$ cat config.mk
export PLATFORM = sky130hd
export DESIGN_NAME = drmg_front
export DESIGN_NICKNAME = d
export VERILOG_FILES = /design/src/rtl/core/dense_row_mac_with_poly_gelu_core_macros.svh /design/src/rtl/core/drmg_pkg.sv /design/src/rtl/core/drmg_front.sv
export SDC_FILE = /design/constraint.sdc
export NUM_CORES = 1
export LEC_CHECK = 0
export BUFFER_PORTS_ARGS = -buffer_cell sky130_fd_sc_hd__buf_2
export CORE_MARGIN = 4
export CORE_UTILIZATION = 55
export CTS_CLUSTER_DIAMETER = 60
export CTS_CLUSTER_SIZE = 30
export DETAILED_ROUTE_END_ITERATION = 8
export GPL_TIMING_DRIVEN = 0
export PLACE_DENSITY = 0.7
export RECOVER_POWER = 50
export SYNTH_ARGS = -nofsm -noshare
export SYNTH_HDL_FRONTEND = slang
export SYNTH_SLANG_ARGS = --single-unit
$ cat constraint.sdc
create_clock -name i_clk -period 8 [get_ports i_clk]
set_input_delay 0.8 -clock i_clk [delete_from_list [all_inputs] [get_ports i_clk]]
set_output_delay 0.8 -clock i_clk [all_outputs]
set_load 0.03 [all_outputs]
$ cat src/rtl/core/dense_row_mac_with_poly_gelu_core_macros.svh
// Assertion macros shared by the dense row MAC core
`ifndef DENSE_ROW_MAC_WITH_POLY_GELU_CORE_MACROS_SVH
`define DENSE_ROW_MAC_WITH_POLY_GELU_CORE_MACROS_SVH

// Same-cycle implication, checked out of reset
`define DRMG_ASSERT_IMP(lbl, ante, cons, msg) \
    lbl: assert property (@(posedge i_clk) disable iff (!i_rst_n) (ante) |-> (cons)) \
        else $error(msg);

// Next-cycle implication, checked out of reset
`define DRMG_ASSERT_NXT(lbl, ante, cons, msg) \
    lbl: assert property (@(posedge i_clk) disable iff (!i_rst_n) (ante) |=> (cons)) \
        else $error(msg);

`endif

$ cat src/rtl/core/drmg_pkg.sv
// Types and constants of the dense row MAC core
package drmg_pkg;

    // Operand, accumulator and result widths
    localparam int OPD_W = 16;
    localparam int PROD_W = 32;
    localparam int ACC_W = 48;
    localparam int OUT_W = 32;

    // Row-sum queue between front and back
    localparam int Q_DEPTH = 4;
    localparam int Q_AW = 2;
    localparam int Q_CW = 3;

    typedef logic signed [ACC_W-1:0] t_acc;

    // Queue status seen by both sides
    typedef struct packed {
        logic            empty;
        logic [Q_CW-1:0] level;
    } t_q_stat;

endpackage

$ cat src/rtl/core/drmg_front.sv
// MAC front: takes weight/activation beats and accumulates row sums
module drmg_front #(
    parameter int FRAC_BITS = 12
) (
    input  logic                                i_clk,
    input  logic                                i_rst_n,
    input  logic                                i_valid,
    output logic                                o_stall,
    input  logic signed [drmg_pkg::OPD_W-1:0]   i_weight,
    input  logic signed [drmg_pkg::OPD_W-1:0]   i_activation,
    input  logic signed [drmg_pkg::OPD_W-1:0]   i_bias,
    input  logic                                i_first_term,
    input  logic                                i_last_term,
    input  drmg_pkg::t_q_stat                   i_q_stat,
    output logic                                o_push,
    output drmg_pkg::t_acc                      o_push_data
);

    localparam int EXT_W = drmg_pkg::ACC_W - drmg_pkg::OPD_W;
    localparam int PEXT_W = drmg_pkg::ACC_W + 1 - drmg_pkg::PROD_W;

    logic                                  r_s1_vld;
    logic signed [drmg_pkg::PROD_W-1:0]    r_s1_prod;
    logic signed [drmg_pkg::OPD_W-1:0]     r_s1_bias;
    logic                                  r_s1_first;
    logic                                  r_s1_last;
    drmg_pkg::t_acc                        r_acc;

    logic                                  accept;
    logic                                  s1_push;
    drmg_pkg::t_acc                        base;
    logic signed [drmg_pkg::ACC_W:0]       sum_wide;
    drmg_pkg::t_acc                        n_acc;

    // Hold input while the queue cannot take what is already in flight
    assign s1_push = r_s1_vld && r_s1_last;
    assign o_stall = ({1'b0, i_q_stat.level} + {{drmg_pkg::Q_CW{1'b0}}, s1_push})
                     >= (drmg_pkg::Q_CW + 1)'(drmg_pkg::Q_DEPTH);
    assign accept  = i_valid && !o_stall;

    // Stage 1: multiply
    always_ff @(posedge i_clk) begin
        if (!i_rst_n) begin
            r_s1_vld <= 1'b0;
        end else begin
            r_s1_vld <= accept;
        end
    end

    always_ff @(posedge i_clk) begin
        if (accept) begin
            r_s1_prod  <= i_weight * i_activation;
            r_s1_bias  <= i_bias;
            r_s1_first <= i_first_term;
            r_s1_last  <= i_last_term;
        end
    end

    // Stage 2: load bias or add to running sum, saturate at 48 bits
    always_comb begin
        if (r_s1_first) begin
            base = {{EXT_W{r_s1_bias[drmg_pkg::OPD_W-1]}}, r_s1_bias} <<< FRAC_BITS;
        end else begin
            base = r_acc;
        end
        sum_wide = {base[drmg_pkg::ACC_W-1], base}
                 + {{PEXT_W{r_s1_prod[drmg_pkg::PROD_W-1]}}, r_s1_prod};
        if (sum_wide[drmg_pkg::ACC_W] != sum_wide[drmg_pkg::ACC_W-1]) begin
            n_acc = {sum_wide[drmg_pkg::ACC_W], {(drmg_pkg::ACC_W-1){~sum_wide[drmg_pkg::ACC_W]}}};
        end else begin
            n_acc = sum_wide[drmg_pkg::ACC_W-1:0];
        end
    end

    always_ff @(posedge i_clk) begin
        if (!i_rst_n) begin
            r_acc <= '0;
        end else if (r_s1_vld) begin
            r_acc <= n_acc;
        end
    end

    // Push the finished row sum
    assign o_push      = s1_push;
    assign o_push_data = n_acc;

endmodule

[Word-level counts from Yosys, hierarchy flattened]
Index checks and enable logic that the tools add are counted.
Cells by class
  reductions and logical operators: 3
  order comparisons: 1
  mux-type cells: 2
  eq/ne operators: 1
  $add $sub $neg: 2
  bitwise gates (word level): 1
  multipliers: 1
Operators with widths (number)
  $mux 48: 2
  $add 48x32->49: 1
  $mul 16x16->32: 1
  $add 3x1->4: 1
  $ge 4x3->1 const B: 1
  $logic_and 1x1->1: 2
  $logic_not 1->1: 1
  $ne 1x1->1: 1
  $not 1->1: 1
Word-level totals
  input bits: 57
  output and inout port bits: 50
  register bits after elaboration: 99
  logic and storage cells: 17

[Logic depth before layout (Yosys ltp)]
Gate-level depths: netlist (run 1).
  word-level depth: 5
  gate-level depth with buffers: 23
  gate-level depth less buffers: 22

[Least setup slack after synthesis (run 1)]
Ideal clock, no wire load.
  kind: input to register
  start point: input i_activation[7] (netlist name)
  end point: register r_s1_prod[30] (netlist name) (data pin)
  stages: 23
  slack: 1.512 ns
  arrival: 6.231 ns
  data required time: 7.742 ns
  path through: clkbuf_1 -> nand2_1 -> fa_1 -> inv_1 -> fa_1 -> inv_1 -> fa_1 -> inv_1 -> fa_1 -> fa_1 -> inv_1 -> fa_1 -> inv_1 -> ha_1 -> a21o_1 -> a21o_1 -> a221oi_1 -> o21ai_1 -> a211oi_2 -> o31ai_1 -> or3_1 -> a21oi_1 -> xnor2_1
Between the ends
  word-level cells in the longest chain between the ends: 1
Ends and longest elaborated chain
  start, declared: RTL line drmg_front.sv:10  | input logic signed [drmg_pkg::OPD_W-1:0] i_activation,
  $mul 16x16->32: RTL line drmg_front.sv:52  | r_s1_prod <= i_weight * i_activation;
  end signal, assigned: RTL line drmg_front.sv:52
  end, declared: RTL line drmg_front.sv:23  | logic signed [drmg_pkg::PROD_W-1:0] r_s1_prod;
No other way between the ends.
A chain may end at the register's enable or synchronous reset.

[Worst setup path in the final report (run 1)]
  start point: input i_weight[10] (netlist name)
  end point: register r_s1_prod[30] (netlist name) (data pin)
Between the ends
  word-level cells in the longest chain between the ends: 1
Ends and longest elaborated chain
  start, declared: RTL line drmg_front.sv:9  | input logic signed [drmg_pkg::OPD_W-1:0] i_weight,
  $mul 16x16->32: RTL line drmg_front.sv:52
No other way between the ends.

==> out/metrics.cfg, run 1 <==
[sta]
finalCriticalPeriod_ns=7.20
min_period_over_period_pct=90.0
rsz0062_at_grt=no
whs_ns=0.447
max_freq_mhz=139
timing.setup.tns_ns=0
skew_ns=0.0161
setup_viol=0
drv_slew=26
tightest_slew_ns=1.74
hold_viol=0
slew_headroom_pct=-16.3

[worst_hold_path]
min-delay-start=r_acc[17]
hp-class=flip-flop to flip-flop

[critical_path]
worstSetupStartpoint=i_weight[10]
endpoint_kind=flip-flop
start_kind=input port
cpMostUsedCell=fa_1
rr_startpoint=r_s1_first
critPathArrivalTime_ns=7.32
crit_chain=buf_2 -> clkbuf_1 -> nand2_1 -> fa_1 -> fa_1 -> fa_1 -> inv_1 -> fa_1 -> fa_1 -> inv_1 -> fa_1 -> inv_1 -> ha_1 -> a21oi_1 -> o21ai_0 -> a221oi_1 -> o21ai_1 -> a211oi_2 -> o31ai_1 -> or3_1 -> a21oi_1 -> xnor2_1
critPathMaxStageDelay_ns=0.54
worst_ep_required_time_ns=8.12
path_delay_family=adder cells
path_buf_inv=5
crit_type=input port to flip-flop
critPathSlowestCell=clkbuf_1
crit_fanout=10

[global_route]
grt_pass1_wl_um=74700
grt_antenna_before_repair=0
grt_pass1_vias=14300
grt.overflow.total=0
grt_max_degree=27
track_usage_pct=27.9

[synthesis]
yosys.area_share.adder_pct=42.1
synth_compound_area_share_pct=13.3
synth_edf_count=50
syn_nets=2383
syn_area_um2=17200
yosysSeqAreaShare_pct=14.5
async_flop_share_pct=0
synth_top_family_by_area=adder cells
yosys_warnings=0
ys.flop_type=edfxtp_1
synthSimpleGateAreaFrac_pct=15.0
synth_cell_types=82
synth-xor-area-share_pct=3.88
yosys_register_bits=99
syn_area_per_cell_um2=8.87
syn_inst=1933
synth_mux_area_share_pct=1.29

[outcome]
violations=capacitance limit, slew limit
status=finished with violations

[detailed_routing]
viasPerCell=5.58
drtAntennaViolNets=0
num_vias=13700
wl_per_cell_um=18.8
drtIter0Drc=783
firstDrtPassIters=5
routed_wl_um=46100
remaining_drc_errors=0

[place]
hpwl_um=38700
port_buffers=105
gp_congestion=0.953
dp_cells=2435

[cts]
clockBufferDepth=2
tritoncts=built
path_clk_slew_ns=0.08
cts_resized=0
cts_hold_buf=0
clkLatencyLatePin_ns=0.37
cts_buffers=9
cts-root-buf=clkbuf_16
htreeDepth=3
cts.sinks=99
postCtsSetupRepairBufs=0

[floorplan]
die_x_um=185
dieArea_um2=34100
start_util_pct=55.9
rows=64
die_h_um=185
io_pins=107
core-area_um2=30700

[cells_and_area]
antenna_cells=0
finish.utilization_pct=60.0
instances_no_fill=2451
drive_above_1_share_pct=10.0
area_growth_pct=7.32
fin_nets=2500
nFillCells=2797

[flow_run]
drv_cap=2

-- per-stage QoR --
stage          worst slack (ns)  instance area (um2)
6_report                  0.798                18400
5_1_grt                   0.387                18400
4_1_cts                   0.850                18500
3_5_place_dp              0.495                18200
3_3_place_gp              0.514                18200
2_1_floorplan              1.51                17200
-- kinds of logic after synthesis --
group	Yosys count
and+or+nand+nor	521
adders and majority gates	425
buffers and inverters	421
AOI/OAI and AO/OA	371
DFF	99
xor gates and xnor gates	76
muxes	20
-- worst reg2reg max path: stages (launching register included) --
cell      delay (ns)
edfxtp_1        0.40
clkbuf_1        0.61
clkbuf_1        0.46
o21ai_0         0.19
ha_1            0.33
clkbuf_1        0.21
nand4_1         0.28
nor3_1          0.10
a21oi_1         0.15
o21ai_0         0.12
a221oi_1        0.66
o21ai_0         0.37
a22o_2          0.29
clkbuf_1        0.24
o211ai_1        0.75
clkbuf_1        0.42
o21ai_0         0.16
-- Yosys cell counts (33+ instances only) --
cell type | instances | area (um2)
edfxtp_1 | 50 | 1500
dfxtp_1 | 49 | 981
nor2_1 | 71 | 267
fa_1 | 263 | 5270
clkbuf_1 | 46 | 173
and2_1 | 130 | 813
ha_1 | 130 | 1630
a21o_1 | 33 | 248
nand2_1 | 210 | 788
o21ai_0 | 99 | 495
a21oi_1 | 114 | 571
inv_1 | 329 | 1230
xnor2_1 | 53 | 464
-- per-layer routing --
layer,global-route usage [%],share of wire [%],routed length [um],vias up
met1,36.4,42,19500,6682
li1,-,-,-,6447
met3,4.54,6.7,3110,90
met4,9.14,3.6,1640,0
met2,47.8,47,21900,459
met5,0,0,0,-
-- placed cells by master (no fill, tap or decap), types with 10 or more instances in the layout --
cell      count
maj3_1       22
and2_1      124
nand3_1      13
o21ai_1      20
mux2_2       17
ha_1        130
a21oi_1     114
inv_1       329
a211oi_1     10
nand2_1     210
clkbuf_1     60
edfxtp_1     50
buf_2       127
xor2_1       23
fa_1        263
o21ai_0     109
dfxtp_1      49
nor2_1       71
nand4_1      15
nor2b_1      19
nor3_1       16
xnor2_1      53
maj3_2       10
nand2b_1     14
a31oi_1      11
a21o_1       33
-- registers in the layout, summed over array words and instances, names as in the netlist --
| signal | flops |
|---|---|
| r_acc | 48 |
| r_s1_last | 1 |
| r_s1_first | 1 |
| r_s1_prod | 32 |
| r_s1_bias | 16 |
| r_s1_vld | 1 |
-- final timing paths --
check / depth (start not counted) / slack [ns] / endpoint
setup / recovery: 22 / 0.80 / r_s1_prod[30]
hold / removal: 2 / 0.45 / r_acc[17]
setup reg to reg: 16 / 2.15 / r_acc[3]
hold reg to reg: 2 / 0.45 / r_acc[17]
-- area by class of cell --
cell class / instances / area [um2] / share of cell area [%]
plain buffers: 92 / 439 / 2.39
clock buffers: 10 / 229 / 1.24
clock inverters: 6 / 55.1 / 0.299
inverters: 329 / 1230 / 6.71
multi-input cells: 1413 / 12900 / 70.3
flip-flops and latches: 99 / 2480 / 13.5
well taps: 396 / 495 / 2.69
repair buffers: 106 / 526 / 2.85
Power of run 1 is left out: the tool's default activity adds up to more than one toggle a clock period on the data nets, which glitch-free logic cannot reach.
==> run 2, diff against run 1 <==
CORE_MARGIN = default   (was 4)
==> run 2 against run 1 <==
The run still ends with capacitance limit, slew limit left. Fmax increased by 1.6%. Critical path depth unchanged. Sequential share of layout area about the same. Cell count about the same. Core utilization increased by 0.090 points. Clock skew shrank 0.0025 ns.
==> out/metrics.cfg, run 2 (same netlist as run 1, synthesis figures left out) <==
[sta]
timing.setup.tns_ns=0
hold_viol=0
drv_slew=53
finalCriticalPeriod_ns=7.09
skew_ns=0.0136
tightest_slew_ns=1.71
max_freq_mhz=141
min_period_over_period_pct=88.6
slew_headroom_pct=-13.8
setup_viol=0
whs_ns=0.448
rsz0062_at_grt=no

[place]
hpwl_um=38100
postPlaceCellArea_um2=18200
port_buffers=105
gp_congestion=0.957

[cts]
postCtsSetupRepairBufs=0
clkLatencyLatePin_ns=0.38
path_clk_slew_ns=0.07
cts_hold_buf=0
tritoncts=built
clockBufferDepth=2
cts.sinks=99
cts_buffers=9
cts-root-buf=clkbuf_16
htreeDepth=3
cts_resized=0

[detailed_routing]
remaining_drc_errors=0
firstDrtPassIters=5
drtAntennaViolNets=0
drtIter0Drc=981
num_vias=13800
wl_per_cell_um=18.5
routed_wl_um=45500
viasPerCell=5.63

[global_route]
grt_max_degree=29
track_usage_pct=30.3
grt_pass1_wl_um=74200
grt.overflow.total=0
grt_pass1_vias=14000
grt_antenna_before_repair=0

[critical_path]
endpoint_kind=flip-flop
crit_fanout=10
worst_ep_required_time_ns=8.13
start_kind=input port
crit_type=input port to flip-flop
critPathArrivalTime_ns=7.22

[floorplan]
core-area_um2=30700
dieArea_um2=31900
io_pins=107
die_x_um=179
die_h_um=179
rows=64
start_util_pct=55.9

[cells_and_area]
fin_nets=2500
drive_above_1_share_pct=10.2
final_area_um2=18400
largest_reg_flops=48
top_register=r_acc
top_regs=r_acc (48), r_s1_prod (32), r_s1_bias (16)
nFillCells=2789
area_growth_pct=7.48
final_common_cell=inv_1
layout_common_cells=329 x inv_1, 263 x fa_1, 210 x nand2_1

[outcome]
status=finished with violations
violations=capacitance limit, slew limit

[worst_hold_path]
hp-class=flip-flop to flip-flop

[flow_run]
drv_cap=2

-- run 2: stage by stage --
step                instances  setup slack [ns]  util (%)
global route             2451             0.456      60.1
CTS                      2451             0.931      60.3
floorplan                1933              1.51         -
detailed placement       2435             0.533      59.3
finish                   2452             0.911      60.1
global placement         2434             0.587      59.3
-- run 2: area by class of cell --
type	instances	area (um2)	share of cell area (%)
antenna	1	2.50	0.0136
clock buffer	10	239	1.30
multi-input combinational	1413	13000	70.3
timing repair buffer	106	526	2.85
tap	396	495	2.69
buffer	92	448	2.43
inverter	329	1230	6.70
clock inverter	6	55.1	0.299
sequential	99	2480	13.5
-- run 2: critical path, stage by stage --
cell and delay (ns):
buf_2 0.21, clkbuf_1 0.53, nand2_1 0.17, fa_1 0.52, fa_1 0.53, fa_1 0.54
inv_1 0.07, fa_1 0.45, fa_1 0.51, inv_1 0.05, fa_1 0.48, inv_1 0.04
ha_1 0.32, a21oi_1 0.17, o21ai_0 0.14, a221oi_1 0.33, o21ai_1 0.22, a211oi_2 0.39
o31ai_1 0.16, or3_1 0.34, a21oi_1 0.16, xnor2_1 0.07
-- run 2: path summary, 6_finish.rpt --
kind                                   start             to  slack, ns  depth (start not counted)
worst max-delay path            i_weight[10]  r_s1_prod[30]       0.91                         22
worst min-delay path               r_acc[16]      r_acc[16]       0.45                          2
worst max register to register    r_s1_first      r_acc[11]       2.08                         16
worst min register to register     r_acc[16]      r_acc[16]       0.45                          2
-- run 2: layer usage --
layer / track usage [%] / up-vias / wire (um) / part of all wire [%]
li1: - / 6448 / - / -
met1: 40.4 / 6803 / 19500 / 43
met2: 51.9 / 490 / 21600 / 48
met3: 2.98 / 74 / 3000 / 6.6
met4: 9.75 / 0 / 1340 / 3.0
met5: 0 / - / 0 / 0
Power of run 2 is left out for the same reason.
