--- config.mk ---
export PLATFORM = sky130hd
export DESIGN_NAME = drmg_queue
export DESIGN_NICKNAME = d
export VERILOG_FILES = /design/src/rtl/core/drmg_pkg.sv /design/src/rtl/core/drmg_queue.sv
export VERILOG_INCLUDE_DIRS = /design/src /design/src/rtl/core
export SDC_FILE = /design/constraint.sdc
export NUM_CORES = 1
export LEC_CHECK = 0
export BUFFER_PORTS_ARGS = -buffer_cell sky130_fd_sc_hd__buf_2
export CAP_MARGIN = 30
export CORE_MARGIN = 1.5
export CORE_UTILIZATION = 30
export CTS_BUF_LIST = sky130_fd_sc_hd__clkbuf_8
export CTS_CLUSTER_DIAMETER = 30
export DETAILED_ROUTE_END_ITERATION = 10
export PLACE_DENSITY = 0.52
export SYNTH_ARGS = -nofsm -noshare
export SYNTH_HDL_FRONTEND = slang
export SYNTH_SLANG_ARGS = --single-unit
--- constraint.sdc ---
create_clock -name i_clk -period 3.3 [get_ports i_clk]
set_clock_uncertainty 0.05 [all_clocks]
set_input_delay 0.33 -clock i_clk [delete_from_list [all_inputs] [get_ports i_clk]]
set_output_delay 0.33 -clock i_clk [all_outputs]
set_load 0.03 [all_outputs]
--- src/rtl/core/dense_row_mac_with_poly_gelu_core_macros.svh ---
// Assertion macros shared by the dense row MAC core
`ifndef DENSE_ROW_MAC_WITH_POLY_GELU_CORE_MACROS_SVH
`define DENSE_ROW_MAC_WITH_POLY_GELU_CORE_MACROS_SVH

// Same-cycle implication, checked out of reset
`define DRMG_ASSERT_IMP(lbl, ante, cons, msg) \
    lbl: assert property (@(posedge i_clk) disable iff (!i_rst_n) (ante) |-> (cons)) \
        else $error(msg);

// Next-cycle implication, checked out of reset
`define DRMG_ASSERT_NXT(lbl, ante, cons, msg) \
    lbl: assert property (@(posedge i_clk) disable iff (!i_rst_n) (ante) |=> (cons)) \
        else $error(msg);

`endif

--- src/rtl/core/drmg_pkg.sv ---
// Types and constants of the dense row MAC core
package drmg_pkg;

    // Operand, accumulator and result widths
    localparam int OPD_W = 16;
    localparam int PROD_W = 32;
    localparam int ACC_W = 48;
    localparam int OUT_W = 32;

    // Row-sum queue between front and back
    localparam int Q_DEPTH = 4;
    localparam int Q_AW = 2;
    localparam int Q_CW = 3;

    typedef logic signed [ACC_W-1:0] t_acc;

    // Queue status seen by both sides
    typedef struct packed {
        logic            empty;
        logic [Q_CW-1:0] level;
    } t_q_stat;

endpackage

--- src/rtl/core/drmg_queue.sv ---
// Short queue of finished row sums between the MAC front and the polynomial back
`include "dense_row_mac_with_poly_gelu_core_macros.svh"

module drmg_queue (
    input  logic              i_clk,
    input  logic              i_rst_n,
    input  logic              i_push,
    input  drmg_pkg::t_acc    i_push_data,
    input  logic              i_pop,
    output drmg_pkg::t_acc    o_head,
    output drmg_pkg::t_q_stat o_stat
);

    localparam logic [drmg_pkg::Q_CW-1:0] LVL_FULL = drmg_pkg::Q_CW'(drmg_pkg::Q_DEPTH);

    drmg_pkg::t_acc r_mem [drmg_pkg::Q_DEPTH];

    logic [drmg_pkg::Q_AW-1:0] r_wr_ptr;
    logic [drmg_pkg::Q_AW-1:0] r_rd_ptr;
    logic [drmg_pkg::Q_CW-1:0] r_level;
    logic [drmg_pkg::Q_CW-1:0] n_level;

    // Store pushed sums
    always_ff @(posedge i_clk) begin
        if (i_push) begin
            r_mem[r_wr_ptr] <= i_push_data;
        end
    end

    // Track level across push and pop
    always_comb begin
        n_level = r_level;
        if (i_push && !i_pop) begin
            n_level = r_level + drmg_pkg::Q_CW'(1);
        end else if (!i_push && i_pop) begin
            n_level = r_level - drmg_pkg::Q_CW'(1);
        end
    end

    // Advance pointers
    always_ff @(posedge i_clk) begin
        if (!i_rst_n) begin
            r_wr_ptr <= '0;
            r_rd_ptr <= '0;
            r_level  <= '0;
        end else begin
            if (i_push) begin
                r_wr_ptr <= r_wr_ptr + drmg_pkg::Q_AW'(1);
            end
            if (i_pop) begin
                r_rd_ptr <= r_rd_ptr + drmg_pkg::Q_AW'(1);
            end
            r_level <= n_level;
        end
    end

    assign o_head       = r_mem[r_rd_ptr];
    assign o_stat.empty = (r_level == '0);
    assign o_stat.level = r_level;

    `DRMG_ASSERT_IMP(a_no_overflow, i_push && !i_pop, r_level != LVL_FULL, "queue push while full")
    `DRMG_ASSERT_IMP(a_no_underflow, i_pop, r_level != '0, "row queue pop while empty")

endmodule

== Word level (Yosys, flattened, before mapping) ==
Memory sizes are Yosys's and may differ from the RTL's. A register that Yosys moved wholly into a read port is not among the register bits.
Cells that the tools add are included.
Widths: inputs -> output; s select.

* Bits of input ports: 52
* Latch bits: 0
* Memories: 1
* Output and inout port bits: 52
* Bits in read-only memories: 0
* RAM bits: 192
* Word-level logic and storage cells: 20
* Register bits: 7

{| class="wikitable"
|+ Memory list
! name !! depth !! bits a word !! rd ports !! clocked after memory_dff !! write ports !! RTL line !! source
|-
| r_mem || 4 || 48 || 1 || 1 || 1 || drmg_queue.sv:16 || <nowiki>drmg_pkg::t_acc r_mem [drmg_pkg::Q_DEPTH];</nowiki>
|}

* Reduce and logical (&&, ||, !) cells: 6
* Equality and inequality tests: 0
* Shift operators: 0
* Multiply operators: 0
* Bitwise operators: 0
* $lt $le $gt $ge: 0
* $add $sub $neg: 4
* Mux-type cells: 6
* Div/mod/pow operators: 0

{| class="wikitable"
|+ Operator list
! cell !! count
|-
| $mux 3 || 2
|-
| $add 2x1->2 const B || 2
|-
| $mux 2 || 2
|-
| $add 3x1->3 const B || 1
|-
| $logic_not 3->1 || 1
|-
| $sub 3x1->3 const B || 1
|-
| $logic_and 1x1->1 || 2
|-
| $logic_not 1->1 || 2
|-
| $mux 1 || 2
|-
| $reduce_bool 2->1 || 1
|}

== Longest topological paths before layout ==
Gate-level depths: netlist of run 1.

* Depth after elaboration: 4
* Gate-level depth with buffers: 7
* Mapped depth without buffers: 7

== Worst setup path before layout of run 1 ==
No wires, ideal clock.

* Kind: register to register
* From: register r_wr_ptr[0] (netlist name)
* To: memory r_mem[2][0] (netlist name) (enable)
* Required time: 2.840 ns
* Clock period less this slack: 2.148 ns
* Buffers on the path: 0
* Path slack: 1.152 ns
* Library setup time: 0.410 ns
* Cell stages (with the launch flop): 4
* Arrival: 1.688 ns
* Path through: dfxtp_1 -> inv_1 -> ha_1 -> and2_1

{| class="wikitable"
|+ RTL lines
! what !! RTL line !! source
|-
| from (decl) || drmg_queue.sv:18 || <nowiki>logic [drmg_pkg::Q_AW-1:0] r_wr_ptr;</nowiki>
|-
| from (signal assigned) || drmg_queue.sv:48 || <nowiki>r_wr_ptr <= r_wr_ptr + drmg_pkg::Q_AW'(1);</nowiki>
|-
| to (decl) || drmg_queue.sv:16 ||
|}

Straight into the memory's write port.

==> out/summary.md, run 1 <==
• **outcome** finished, final reports clean
• **number of buffers added by the clock tree synthesis step** 43
• **height of the chip** 160 um
• **element type at the critical path start** flop
• **TritonCTS clock tree** done
• **HP Start** i_rst_n
• **TNS Setup** 0 ps
• **leakage power total** 3.41 nW
• **final slew viol count** 0
• **detailed-route wire length per cell** 17.5 um
• **count of non-filler cells in the finished layout** 842
• **area of the core** 24200 um2
• **dpl hpwl** 8350 um
• **ratio of cells with drive above 1 in the final layout** 0.447
• **total of warnings raised by yosys** 0
• **grt ovf** 0
• **wire length after detailed routing** 14700 um
• **sequential element share of the synthesized area** 0.808
• **maximum cell stage delay along the critical path** 600 ps
• **die area** 25500 um2
• **layout overhead on the synthesized area** 33.5%
• **final critical path time including I/O delays and setup** 2630 ps
• **Max-cap violations** 0
• **number of cells after detailed placement** 715
• **Worst IR Drop VDD** 279 uV
• **number of global-route vias before repair** 4050
• **Port-buffer cells** 103
• **Reg2Reg Depth** 4
• **Clk Latency, worst-skew pair** 520 ps
• **hold-fix buffer count after cts** 48
• **library cells used by synthesis** 20
• **buffers from clock root to sink, at most** 3
• **number of nets in the finished design** 542
• **post-CTS resize count** 0
• **number of core rows** 57
• **boundary pin count** 104
• **detailed-route vias per instance** 4.31
• **critical path cell sequence** buf_12, mux4_2, buf_2
• **unrepaired setup endpoints after global routing** false
• **Final Wtd Congestion** 0.636
• **clock-pin slew of the registers on the worst-case setup and hold paths** 50 ps
• **count of antenna-violating nets left after detailed routing** 0
• **wire length of the first global-routing pass** 22700 um
• **worst endpoint required time** 2920 ps
• **Synth Cell Area** 7360 um2
• **CTS HTree Levels** 2
• **Final Hold Fails** 0
• **share of the clock period used by the worst path** 0.797
• **Worst Path Arrival** 2250 ps
• **Post-Syn Nets** 350
• **Worst Hold Class** input port to flop
• **number of endpoints failing setup at the final stage** 0
• **via count** 3630
• **Synth Register Bits** 201
• **remaining routing DRC violations** 0
• **maximum number of pins on one net before global-route repair** 32
• **gate count after technology mapping** 292
• **master cell of the clock root buffer** sky130_fd_sc_hd__clkbuf_8
• **slowest cell on the critical path** sky130_fd_sc_hd__dfxtp_4
• **count of buffers added by post-CTS timing repair for setup** 0
• **transition time at the pin with the least slew margin** 699 ps
• **Worst Hold Endpoint** r_rd_ptr[0]$_SDFFE_PN0P_
• **antenna violations before repair** 1
• **area of the multi-input gates** 1330 um2
• **Max FO, Critical Path** 31
• **launch point of the worst reg-to-reg path** r_wr_ptr[0]$_SDFFE_PN0P_
• **total number of clock tree sinks** 201
• **slack of the worst reg-to-reg path** 1440 ps
• **post-route cell area** 9820 um2
• **Fillers** 2214
• **effective utilization at floorplan** 0.304
• **number of DRC markers in iteration 0** 165
• **post-placement cell area** 8340 um2
• **critical path capture point type** output port
• **Chip Width** 160 um
• **length of the first detailed-routing pass in iterations** 6
• **Hold Path Depth** 2
• **global-route usage over all layers** 0.118
• **total power density per cell area** 688 nW/um2
• **worst reg2reg path endpoint** r_mem[0][0]$_DFFE_PP_
• **category of the most critical setup path** flop to output port
• **worst slew slack as a fraction of its limit** 0.534
• **area taken by flip-flops and latches** 5950 um2
• **highest clock rate** 0.380 GHz
• **syn_area_per_cell** 25.2 um2
==> logic make-up after synthesis <==
kind of cell             after synthesis  synth area share
XOR/XNOR                               5           0.00595
adder cells (fa/ha/maj)                6            0.0112
flip-flops                           201             0.808
AO/OA/AOI/OAI                          2           0.00170
multiplexers                          50             0.150
AND/OR/NAND/NOR                       14            0.0114
buffers and inverters                 14            0.0117
==> Yosys cell counts <==
cell | number | area, um2
sky130_fd_sc_hd__a21boi_0 | 1 | 7.51
sky130_fd_sc_hd__and2_1 | 9 | 56.3
sky130_fd_sc_hd__buf_2 | 3 | 15.0
sky130_fd_sc_hd__buf_4 | 2 | 15.0
sky130_fd_sc_hd__buf_6 | 3 | 33.8
sky130_fd_sc_hd__clkbuf_1 | 2 | 7.51
sky130_fd_sc_hd__dfxtp_1 | 9 | 180
sky130_fd_sc_hd__edfxtp_1 | 192 | 5770
sky130_fd_sc_hd__fa_1 | 1 | 20.0
sky130_fd_sc_hd__ha_1 | 5 | 62.6
sky130_fd_sc_hd__inv_1 | 4 | 15.0
sky130_fd_sc_hd__mux2i_1 | 2 | 20.0
sky130_fd_sc_hd__mux4_2 | 48 | 1080
sky130_fd_sc_hd__nand2_1 | 1 | 3.75
sky130_fd_sc_hd__nor2b_1 | 2 | 12.5
sky130_fd_sc_hd__nor3_1 | 1 | 5.00
sky130_fd_sc_hd__o21ai_0 | 1 | 5.00
sky130_fd_sc_hd__or3_1 | 1 | 6.26
sky130_fd_sc_hd__xnor2_1 | 2 | 17.5
sky130_fd_sc_hd__xor2_1 | 3 | 26.3
==> flip-flops by register name, summed over array words and instances, names as in the netlist, named ones only <==
signal,flops
r_level,3
r_mem,192
r_rd_ptr,2
r_wr_ptr,2
==> stage by stage <==
| step | hold WS [ps] | total power [mW] | worst slack, ps | util |
|---|---|---|---|---|
| floorplan | 379 | 3.51 | 1150 | - |
| global placement | 441 | 3.74 | 1150 | 0.345 |
| detailed placement | 486 | 3.76 | 1150 | 0.345 |
| CTS | 47.8 | 6.87 | 560 | 0.406 |
| global route | 65.4 | 7.04 | 501 | 0.406 |
| finish | 95.7 | 6.76 | 669 | 0.406 |
==> cell type report <==
class,instances,area share
sequential,201,0.606
tap,324,0.0413
inverter,4,0.00153
clock inverter,32,0.0377
antenna,1,0.000255
multi-input combinational,77,0.135
clock buffer,46,0.0645
timing repair buffer,157,0.114
==> layout by cell type (no fill, tap or decap), drive strengths merged, types with 2 or more instances in the layout <==
cell type    count
and2             9
buf            109
bufinv           8
clkbuf          46
clkinv          10
clkinvlp         6
dfxtp            9
dlygate4sd3     48
edfxtp         192
ha               5
inv             12
mux2i            2
mux4            48
nor2b            2
xnor2            2
xor2             3
==> where the power goes <==
group | total (mW) | switching [mW] | internal, mW
Clock | 3.03 | 1.10 | 1.93
Combinational | 0.744 | 0.444 | 0.301
Sequential | 2.99 | 0.0567 | 2.93
Total | 6.76 | 1.60 | 5.17
==> worst max-delay path by stage <==
stage	startpoint	end	cells past startpoint
2_1_floorplan	r_wr_ptr[0]$_SDFFE_PN0P_	r_mem[2][0]$_DFFE_PP_	3
6_report	flop	o_head[0]	3
5_1_grt	flop	o_head[0]	3
4_1_cts	flop	o_head[0]	3
3_5_place_dp	flop	o_head[0]	3
3_3_place_gp	flop	o_head[0]	3
==> worst max-delay path: cells and delay by family, from the launching register on <==
| family | cells | cell delay [ps] |
|---|---|---|
| flip-flops | 1 | 600 |
| buffers and inverters | 2 | 530 |
| multiplexers | 1 | 570 |
==> metal layers <==
layer  track usage  vias to the layer above  wire length, um
li1              -                     1628                -
met2         0.198                      101             7330
met1         0.143                     1874             6270
met5             0                        -                0
met3        0.0365                       27              825
met4        0.0459                        0              313
No activity file was read; power rests on OpenSTA's default activity.
==> run 2: changes to the inputs <==
Clock period 3.3 ns to 2.6 ns, I/O delays scaled along.
==> run 2 against run 1 <==
Power up 19%. Register-to-register slack got worse by 630 ps. Clock-buffer cell count decreased by 3. Routed wire length is 0.70% higher. Flip-flop and latch count is the same. Non-clock buffer count rose by 7. Critical path depth stayed put. Highest routed layer unchanged.
==> out/summary.md, run 2 (same netlist as run 1, synthesis figures left out) <==
• **Worst Hold Class** input port to flop
• **launch point of the worst reg-to-reg path** r_wr_ptr[0]$_SDFFE_PN0P_
• **most frequent cells in the layout** sky130_fd_sc_hd__edfxtp_1, sky130_fd_sc_hd__buf_2, sky130_fd_sc_hd__dlygate4sd3_1, sky130_fd_sc_hd__mux4_2, sky130_fd_sc_hd__clkbuf_8
• **wire length of the first global-routing pass** 22900 um, +0.82%
• **sum of internal, switching and leakage power** 8.05 mW, +19%
• **CTS HTree Levels** 2, unchanged
• **length of the first detailed-routing pass in iterations** 4, -2
• **sequential fraction of design power** 0.469, +0.027
• **Clk Latency, worst-skew pair** 520 ps, about the same
• **master cell of the clock root buffer** sky130_fd_sc_hd__clkbuf_8
• **Port-buffer cells** 103, unchanged
• **ratio of cells with drive above 1 in the final layout** 0.438, -0.00919
• **slack of the worst reg-to-reg path** 810 ps, -630 ps
• **worst slew slack as a fraction of its limit** 0.583, +0.0491
• **register with the most flip-flops** r_mem
• **category of the most critical setup path** flop to output port
• **detailed-route vias per instance** 4.29, -0.56%
• **count of non-filler cells in the finished layout** 846, +0.48%
• **wire length after detailed routing** 14800 um, +0.70%
• **effective utilization at floorplan** 0.304, unchanged
• **worst reg2reg path endpoint** r_mem[0][18]$_DFFE_PP_
• **slowest cell on the critical path** sky130_fd_sc_hd__mux4_2
• **clock-pin slew of the registers on the worst-case setup and hold paths** 50 ps, about the same
• **detailed-route wire length per cell** 17.5 um, +0.22%
• **CP Buf/Inv Count** 2, unchanged
• **outcome** finished, final reports clean
• **Sw Pwr** 1.98 mW, +24%
• **layout overhead on the synthesized area** 32.1%
• **total number of clock tree sinks** 201, unchanged
• **HP Start** i_pop
• **maximum number of pins on one net before global-route repair** 31, -3.1%
• **Max FO, Critical Path** 21, -32%
• **TritonCTS clock tree** done
• **Max-cap violations** 0, unchanged
• **Reg2Reg Depth** 4, unchanged
• **Hold Path Depth** 3, +1
• **dpl hpwl** 8650 um, +3.6%
• **relative contribution of the clock network to total power** 0.410, -0.038
• **via count** 3627, -0.083%
• **registers with the highest flip-flop counts** r_mem: 192 flops, r_level: 3 flops
• **global-route usage over all layers** 0.120, +0.00185
• **area of the core** 24200 um2, unchanged
• **share of the clock period used by the worst path** 0.925
• **internal power** 6.07 mW, +18%
• **highest clock rate** 0.416 GHz
• **boundary pin count** 104, unchanged
• **worst endpoint required time** 2290 ps, -630 ps
• **Worst Path Arrival** 2090 ps, -160 ps
• **total power density per cell area** 829 nW/um2, +20%
• **proportion of total power due to net switching** 0.246, +0.00958
• **number of DRC markers in iteration 0** 158, -4.2%
• **number of nets in the finished design** 549, +1.3%
• **Chip Width** 160 um, unchanged
• **critical path cell sequence** buf_12, mux4_2, buf_2
• **Worst IR Drop VDD** 322 uV, +15%
• **element type at the critical path start** flop
• **part of the power in combinational logic** 0.121, +0.011
• **buffers from clock root to sink, at most** 3, unchanged
• **antenna violations before repair** 1, unchanged
• **number of flip-flops under the largest register name** 192, unchanged
• **leakage power total** 3.39 nW, -0.51%
• **TNS Setup** 0 ps, unchanged
• **Final Hold Fails** 0, unchanged
• **count of antenna-violating nets left after detailed routing** 0, unchanged
• **final slew viol count** 0, unchanged
• **final critical path time including I/O delays and setup** 2400 ps
• **most frequent standard cell in the layout excluding fill and tap cells** sky130_fd_sc_hd__edfxtp_1
• **number of cells after detailed placement** 721, +0.84%
• **critical path capture point type** output port
• **die area** 25500 um2, unchanged
• **unrepaired setup endpoints after global routing** false
• **grt ovf** 0, unchanged
• **number of endpoints failing setup at the final stage** 0, unchanged
• **Worst path top cell family by delay** multiplexers
• **height of the chip** 160 um, unchanged
• **maximum cell stage delay along the critical path** 550 ps, -50 ps
• **remaining routing DRC violations** 0, unchanged
• **transition time at the pin with the least slew margin** 625 ps, -73.6 ps
• **Final Wtd Congestion** 0.632, -0.64%
• **number of core rows** 57, unchanged
• **number of global-route vias before repair** 4167, +2.9%
• **number of buffers added by the clock tree synthesis step** 43, unchanged
[run 2: changes by cell type in the layout (fill, tap and decap cells not counted), sizes merged]
cell / delta
buf: +6
bufinv: -4
clkinvlp: -3
clkinv: +2
clkbuf: -3
dlygate4sd3: +1
inv: +5
[run 2: worst max path at each step]
stage	cells past startpoint	start	slack, ps	to
floorplan	3	r_wr_ptr[0]$_SDFFE_PN0P_	450	r_mem[2][0]$_DFFE_PP_
global placement	3	flop	700	o_head[16]
detailed placement	3	flop	680	o_head[8]
CTS	3	flop	90	o_head[8]
global route	3	flop	50	o_head[15]
finish	3	flop	200	o_head[16]
[run 2: per-layer routing]
metal | up-vias | global-route usage | share of wire
met1 | 1872 | 0.140 | 0.42
met3 | 20 | 0.0386 | 0.053
met5 | - | 0 | 0
met2 | 95 | 0.207 | 0.51
li1 | 1640 | - | -
met4 | 0 | 0.0450 | 0.016
[run 2: worst min-delay path: stages]
cell and delay [ps]:
sky130_fd_sc_hd__buf_2 150, sky130_fd_sc_hd__xor2_1 90, sky130_fd_sc_hd__and2_1 140
[run 2: power by group through the flow]
stage / combinational [mW] / sequential [mW] / clock (mW)
floorplan: 0.613 / 3.84 / 0
global placement: 0.924 / 3.84 / 0
detailed placement: 0.934 / 3.85 / 0
CTS: 0.996 / 3.78 / 3.43
global route: 1.04 / 3.79 / 3.57
finish: 0.972 / 3.78 / 3.30
[run 2: layout make-up]
type                       instances  area (um2)
antenna                            1        2.50
clock buffer                      43         592
clock inverter                    32         265
fill                            2188       14500
inverter                           4        15.0
multi-input combinational         77        1330
sequential                       201        5950
tap                              324         405
timing repair buffer             164        1160
[run 2: metrics by stage]
step | worst slack [ps] | hold slack, ps | utilization | instance area, um2
6_report | 195 | 107 | 0.402 | 9720
5_1_grt | 47.4 | 84.5 | 0.402 | 9720
4_1_cts | 90.6 | 52.3 | 0.402 | 9720
3_5_place_dp | 685 | 428 | 0.346 | 8370
3_3_place_gp | 704 | 419 | 0.346 | 8370
2_1_floorplan | 452 | 309 | - | 7360
[run 2: what timing repair did]
item                                   CTS  global route
setup endpoints to repair                0             0
hold buffers                            49             0
buffers inserted                         0             0
endpoints found under the hold margin  199             0
gates resized for setup                  0             0
